===== config.mk =====
export PLATFORM = sky130hd
export DESIGN_NAME = ogru_ctrl
export DESIGN_NICKNAME = d
export VERILOG_FILES = /design/src/design/ogru_pkg.sv /design/src/design/ogru_ctrl.sv
export SDC_FILE = /design/constraint.sdc
export NUM_CORES = 1
export LEC_CHECK = 0
export ABC_AREA = 1
export BUFFER_PORTS_ARGS = -buffer_cell sky130_fd_sc_hd__clkbuf_2
export CAP_MARGIN = 10
export CELL_PAD_IN_SITES_DETAIL_PLACEMENT = 1
export CELL_PAD_IN_SITES_GLOBAL_PLACEMENT = 2
export CORE_MARGIN = 8
export CORE_UTILIZATION = 18
export CTS_CLUSTER_SIZE = 30
export DETAILED_ROUTE_END_ITERATION = 10
export PLACE_DENSITY = 0.7
export SLEW_MARGIN = 20
export SYNTH_ARGS = -nofsm -noshare
export SYNTH_HDL_FRONTEND = slang
export SYNTH_SLANG_ARGS = --single-unit

===== constraint.sdc =====
create_clock -name clk -period 1.1 [get_ports clk]
set_input_delay 0.165 -clock clk [delete_from_list [all_inputs] [get_ports clk]]
set_output_delay 0.165 -clock clk [all_outputs]
set_load 0.03 [all_outputs]

===== src/design/ogru_pkg.sv =====
// shared constants, types and helper functions of the occupancy grid ray update
package ogru_pkg;

	// grid geometry
	localparam int GRID_WIDTH  = 1024;
	localparam int GRID_HEIGHT = 1024;
	localparam int CELLS       = GRID_WIDTH * GRID_HEIGHT;
	localparam int ADDR_W      = $clog2(CELLS);
	localparam int XW          = $clog2(GRID_WIDTH);
	localparam int YW          = $clog2(GRID_HEIGHT);

	// field widths
	localparam int CRD_W  = 12;
	localparam int VAL_W  = 8;
	localparam int LEN_W  = 12;
	localparam int ERR_W  = 16;
	localparam int ACT_W  = 2;
	localparam int CLS_W  = 2;
	localparam int IDX_W  = 2;
	localparam int FLAG_W = 4;

	typedef logic [ADDR_W-1:0]        addr_t;
	typedef logic signed [CRD_W-1:0]  crd_t;
	typedef logic [VAL_W-1:0]         val_t;
	typedef logic [FLAG_W-1:0]        flags_t;

	// action codes
	localparam logic [ACT_W-1:0] ACT_FREE   = 2'd0;
	localparam logic [ACT_W-1:0] ACT_OCCUPY = 2'd1;
	localparam logic [ACT_W-1:0] ACT_READ   = 2'd2;
	localparam logic [ACT_W-1:0] ACT_CLEAR  = 2'd3;

	// cell class codes
	localparam logic [CLS_W-1:0] CLASS_UNKNOWN  = 2'd0;
	localparam logic [CLS_W-1:0] CLASS_OCCUPIED = 2'd1;
	localparam logic [CLS_W-1:0] CLASS_FREE     = 2'd2;

	// configuration register indexes
	localparam logic [IDX_W-1:0] REG_FREE_LIMIT     = 2'd0;
	localparam logic [IDX_W-1:0] REG_OCCUPIED_LIMIT = 2'd1;
	localparam logic [IDX_W-1:0] REG_UNKNOWN_LEVEL  = 2'd2;

	// configuration reset values and grid fill level
	localparam val_t FREE_LIMIT_RST     = 8'd137;
	localparam val_t OCCUPIED_LIMIT_RST = 8'd117;
	localparam val_t UNKNOWN_LEVEL_RST  = 8'd127;
	localparam val_t CLEAR_LEVEL        = 8'd127;

	// flag bit positions
	localparam int FLAG_LEFT   = 0;
	localparam int FLAG_TOP    = 1;
	localparam int FLAG_RIGHT  = 2;
	localparam int FLAG_BOTTOM = 3;

	// controller to datapath commands
	typedef struct packed {
		logic clr;
		logic load;
		logic step;
		logic rd_end;
		logic resp;
	} cmd_t;

	// datapath to controller status
	typedef struct packed {
		logic clr_last;
		logic cnt_zero;
		logic cnt_one;
	} sts_t;

	// linear memory address of an on-grid cell
	function automatic addr_t cell_addr(input crd_t x, input crd_t y);
		addr_t row;
		row = ADDR_W'(y[YW-1:0]);
		return row * ADDR_W'(GRID_WIDTH) + ADDR_W'(x[XW-1:0]);
	endfunction

	// out-of-bounds flags raised by one cell
	function automatic flags_t cell_bounds(input crd_t x, input crd_t y);
		flags_t f;
		f              = '0;
		f[FLAG_LEFT]   = x[CRD_W-1];
		f[FLAG_TOP]    = y[CRD_W-1];
		f[FLAG_RIGHT]  = !x[CRD_W-1] && ($unsigned(x) >= CRD_W'(GRID_WIDTH));
		f[FLAG_BOTTOM] = !y[CRD_W-1] && ($unsigned(y) >= CRD_W'(GRID_HEIGHT));
		return f;
	endfunction

endpackage


===== src/design/ogru_ctrl.sv =====
// controller state machine of the occupancy grid ray update
module ogru_ctrl (
	input  logic                         clk,
	input  logic                         arst_n,
	input  logic                         start,
	input  logic [ogru_pkg::ACT_W-1:0]   action,
	input  ogru_pkg::sts_t               sts,
	output ogru_pkg::cmd_t               cmd,
	output logic                         busy,
	output logic                         done
);
	import ogru_pkg::*;

	localparam logic [2:0] ST_CLEAR  = 3'd0;
	localparam logic [2:0] ST_IDLE   = 3'd1;
	localparam logic [2:0] ST_WALK   = 3'd2;
	localparam logic [2:0] ST_DRAIN1 = 3'd3;
	localparam logic [2:0] ST_DRAIN2 = 3'd4;
	localparam logic [2:0] ST_READ   = 3'd5;
	localparam logic [2:0] ST_RESP   = 3'd6;

	logic [2:0] state_q;
	logic [2:0] state_nx;
	logic       done_q;

	// command decode
	always_comb begin
		cmd        = '0;
		cmd.clr    = (state_q == ST_CLEAR);
		cmd.load   = (state_q == ST_IDLE) && start;
		cmd.step   = (state_q == ST_WALK) && !sts.cnt_zero;
		cmd.rd_end = (state_q == ST_READ);
		cmd.resp   = (state_q == ST_RESP);
	end

	// next state
	always_comb begin
		state_nx = state_q;
		unique case (state_q)
			ST_CLEAR: begin
				if (sts.clr_last)
					state_nx = ST_IDLE;
			end
			ST_IDLE: begin
				if (start)
					state_nx = (action == ACT_FREE) ? ST_WALK : ST_DRAIN1;
			end
			ST_WALK: begin
				if (sts.cnt_zero || sts.cnt_one)
					state_nx = ST_DRAIN1;
			end
			ST_DRAIN1: state_nx = ST_DRAIN2;
			ST_DRAIN2: state_nx = ST_READ;
			ST_READ:   state_nx = ST_RESP;
			ST_RESP:   state_nx = ST_IDLE;
			default:   state_nx = ST_IDLE;
		endcase
	end

	// state and result strobe
	always_ff @(posedge clk or negedge arst_n) begin
		if (!arst_n) begin
			state_q <= ST_CLEAR;
			done_q  <= 1'b0;
		end else begin
			state_q <= state_nx;
			done_q  <= (state_q == ST_RESP);
		end
	end

	assign busy = (state_q != ST_IDLE);
	assign done = done_q;

endmodule


After elaboration in Yosys (flattened, before gate mapping)

Index checks and enable logic that the tools add are counted.

Shift operators: 0
Divide/modulo/power cells: 0
Multiplexer cells: 5
Equality and inequality tests: 10
Bitwise gates (word level): 0
Reduce and logical (&&, ||, !) cells: 7
Order comparisons: 0
$mul: 0
Add/sub/neg operators: 0

Operators by type and width:

| kind               | count |
|---|---|
| $pmux 3 s6         | 1 |
| $eq 3x3->1 const B | 3 |
| $mux 3             | 3 |
| $eq 3x2->1 const B | 2 |
| $ne 2x2->1 const B | 2 |
| $eq 3x1->1 const B | 1 |
| $logic_not 3->1    | 1 |
| $ne 3x1->1 const B | 1 |
| $reduce_and 3->1   | 1 |
| $logic_and 1x1->1  | 2 |
| $logic_not 2->1    | 1 |
| $ne 2x1->1 const B | 1 |
| $logic_not 1->1    | 1 |
| $logic_or 1x1->1   | 1 |
| $mux 1             | 1 |

Memory bits (read-only): 0
Memories: 0
Word-level logic and storage cells: 24
Bits in writable memories: 0
Bits of input ports: 8
Bits in latches: 0
Output and inout port bits: 7
Register bits after elaboration: 4

Longest topological paths before layout

Depth in word-level cells: 4
Depth in mapped cells: 5
Depth with buffers taken out: 5

Worst setup path before layout

Ideal clock, no wire load.

Kind: flip-flop to output port
Start point: register state_q[1]
End point: output cmd[3] (netlist name)
Required time: 935 ps
Path slack: -336 ps
Arrival: 1271 ps
Buffers on the path: 0
Stages on the path, launching flop included: 4
Cells stage by stage: dfrtp_1 -> nor2_2 -> nand2_1 -> nor2_1

RTL lines:

| item                     | RTL line        | source |
|---|---|---|
| start: declaration       | ogru_ctrl.sv:22 | `logic [2:0] state_q;` |
| start signal: assignment | ogru_ctrl.sv:66 | `state_q <= state_nx;` |
| end: declaration         | ogru_ctrl.sv:8  | `output ogru_pkg::cmd_t cmd,` |

==> reports/metrics.csv <==
stage,metric,value,unit
outcome,status,finished with violations,
outcome,failing checks,setup timing,
global_route,GRT Residual Overflow,0,
floorplanning,Initial Utilization,19.3,%
floorplanning,Die ar.,2850,µm²
clock_tree,clock buffer depth,2,
place,gpl congestion,0.676,
setup_path,crit path max-delay cell type,dfrtp_2,
sta,final hold viol count,0,
layout,# diodes,0,
setup_path,worst stage delay on the critical path,0.45,ns
power_and_ir_drop,Max VDD drop,1.08,mV
synthesis,Synth Instances,37,
global_route,initial antenna violation count,0,
floorplanning,total core area,1300,µm²
worst_hold_path,Worst Hold Class,input port to async pin,
synthesis,fraction of registers with async set/reset,100,%
setup_path,crit path kind,flop to output port,
setup_path,Worst EP arrival,1.18,ns
sta,Slew HR,88.5,%
setup_path,R2R Path Start,state_q[0],
drt,ANT nets after route,0,
synthesis,most frequent cell after synthesis,nand2_1,
sta,Worst Tran Pin Value,0.173,ns
power_and_ir_drop,P per Cell Area,3140,nW/µm²
place,port bufs,14,
sta,final setup violation count,7,
clock_tree,clock sink total,4,
global_route,largest net degree at the start of global routing,6,
global_route,number of global-route vias before repair,348,
synthesis,synth warn,0,
synthesis,most frequent cells after synthesis,"8 x nand2_1, 7 x inv_1, 6 x nor2_1, 4 x dfrtp_1",
place,placed instance count,71,
floorplanning,die width,53.4,µm
layout,nets,75,
job,max cap viols,0,
drt,drt first-iter violations,4,
sta,maximum clock rate,744,MHz
layout,area occupied by multi-input gates,164,µm²
power_and_ir_drop,clock share of power,11.0,%
place,DP Area,395,µm²
power_and_ir_drop,sw frac,45.6,%
setup_path,Crit. End Element,output port,
layout,Filler cells,169,
setup_path,crit path cell chain,"buf_4, nor3_4, clkbuf_8",
setup_path,Reg2Reg Depth,5,
synthesis,Mapped Area,251,µm²
drt,drt total wl,900,µm
synthesis,Yosys top cell by area,dfrtp_1,
synthesis,Synth area leaders,"dfrtp_1 40%, nand2_1 12%, inv_1 10%, nor2_1 9.0%, nor2_2 5.0%",
sta,max-slew violations,0,
drt,vias,342,
synthesis,post-synth cell types,13,
power_and_ir_drop,Flop pwr share,19.7,%
sta,setup total negative slack,-1.16,ns
synthesis,post-synth top area share,39.8,%
clock_tree,CTS tree,built,
clock_tree,CTS buffer count,3,
drt,WL/cell,11.3,µm
setup_path,Crit path required time,0.94,ns
clock_tree,clk root buf,clkbuf_4,
power_and_ir_drop,leakage power total,0.300,nW
sta,RSZ-0062 raised after global routing,true,
setup_path,worst path buffer plus inverter count,2,
global_route,Total GRT Usage,6.47,%
clock_tree,Clock Latency Late Sink,0.24,ns
synthesis,"Seq/Total Area, Yosys",39.8,%
setup_path,CP startpoint kind,flop,
sta,Final period util,122,%
setup_path,r2r setup slk,-0.06,ns
layout,Non-Filler Instances,80,
synthesis,register bit total from synthesis,4,
drt,DRC Markers,0,
floorplanning,die height,53.4,µm
synthesis,number of synthesized flops with an enable pin,0,
sta,Final min period,1.34,ns
layout,area growth from synthesis to layout,119,%
setup_path,cell family with most CP delay,flip-flops,
layout,post-route cell area,551,µm²
clock_tree,H-tree lvl count,1,
clock_tree,clock slew at reported path FFs,0.04,ns
floorplanning,Core Rows,13,
drt,Pre-antenna DRT Iters,2,
synthesis,"Primary FF master, synth",dfrtp_1,
power_and_ir_drop,Int Power,0.940,mW
power_and_ir_drop,Comb pwr share,69.3,%
layout,FF+latch area,104,µm²
layout,share of layout cells above drive strength 1,69.2,%
sta,Final WS setup,-0.244,ns
setup_path,FF-to-FF End,state_q[0],
place,hpwl dp,677,µm
setup_path,crit-path max FO,5,
global_route,global-route wire length before repair,1380,µm
synthesis,Syn Nets,45,
drt,DR vias/cell,4.28,
power_and_ir_drop,Sw Pwr,0.786,mW
synthesis,Syn Area/Cell,6.80,µm²
sta,Fin Clk Skew,0.000396,ns
floorplanning,IO Pins,15,
sta,worst hold slack,0.268,ns
## worst max-delay path by stage
stage | depth (start not counted) | end | start
final | 3 | cmd[4] | state_q[1]
after CTS | 5 | cmd[2] | state_q[1]
after global routing | 3 | cmd[4] | state_q[0]
after detailed placement | 4 | cmd[3] | state_q[1]
after global placement | 4 | cmd[3] | state_q[1]
after floorplan | 3 | cmd[3] | state_q[1]
## cell usage in the layout (no fill, tap or decap), types with 2 or more instances in the layout
cell type	netlist	layout
buf_4	0	10
buf_8	0	2
clkbuf_2	0	8
clkbuf_4	0	3
clkbuf_8	0	3
dfrtp_2	0	3
inv_1	7	5
inv_2	2	4
nand2_1	8	6
nand3_1	2	2
nor2_1	6	2
nor2_2	2	3
nor2_4	0	3
## what timing repair did
action                                  4_1_cts  5_1_grt
buffers inserted                              1        5
pin swaps                                     0        4
hold buffers                                  1        0
endpoints found under the setup margin        6        8
gates resized for setup                      18        9
endpoints found under the hold margin         4        0
## kinds of logic (layout without fill, tap and decap cells)
family	count (synthesis)	after routing	share of synthesized area [%]
and+or+nand+nor	20	20	34.8
AOI/OAI and AO/OA	4	4	11.9
buffers and inverters	9	37	13.4
DFF	4	4	39.8
## metal layers
metal / wire [µm] / vias to the layer above / GRT usage (%)
met2: 432 / 13 / 9.38
met1: 358 / 160 / 7.22
met5: 0 / - / 0
li1: - / 167 / -
met4: 25 / 0 / 6.30
met3: 83 / 2 / 1.96
## through the flow
step	setup slack [ns]	power, mW	utilization [%]
final	-0.244	1.73	42.3
after global routing	-0.288	1.86	42.3
after CTS	-0.227	1.52	38.3
after detailed placement	-0.0515	1.11	30.4
after global placement	-0.0608	1.11	30.4
after floorplan	-0.161	0.801	-
## power groups by stage
stage               clock [mW]  sequential, mW  combinational [mW]
finish                   0.189           0.341                1.20
CTS                      0.196           0.335               0.988
floorplan                    0           0.319               0.482
global route             0.208           0.355                1.30
global placement             0           0.312               0.802
detailed placement           0           0.314               0.798
## flip-flops by register name, indices dropped and copies added (netlist names)
register	cells
state_q	3
done	1
## final cells by class
type                    count  area share (%)
well taps                  15            3.41
inverters                   9            6.14
repair buffers             25            37.7
multi-input cells          24            29.8
clock buffers               3            4.09
flip-flops and latches      4            18.9
Note: power is estimated with default switching activity, not from simulation.
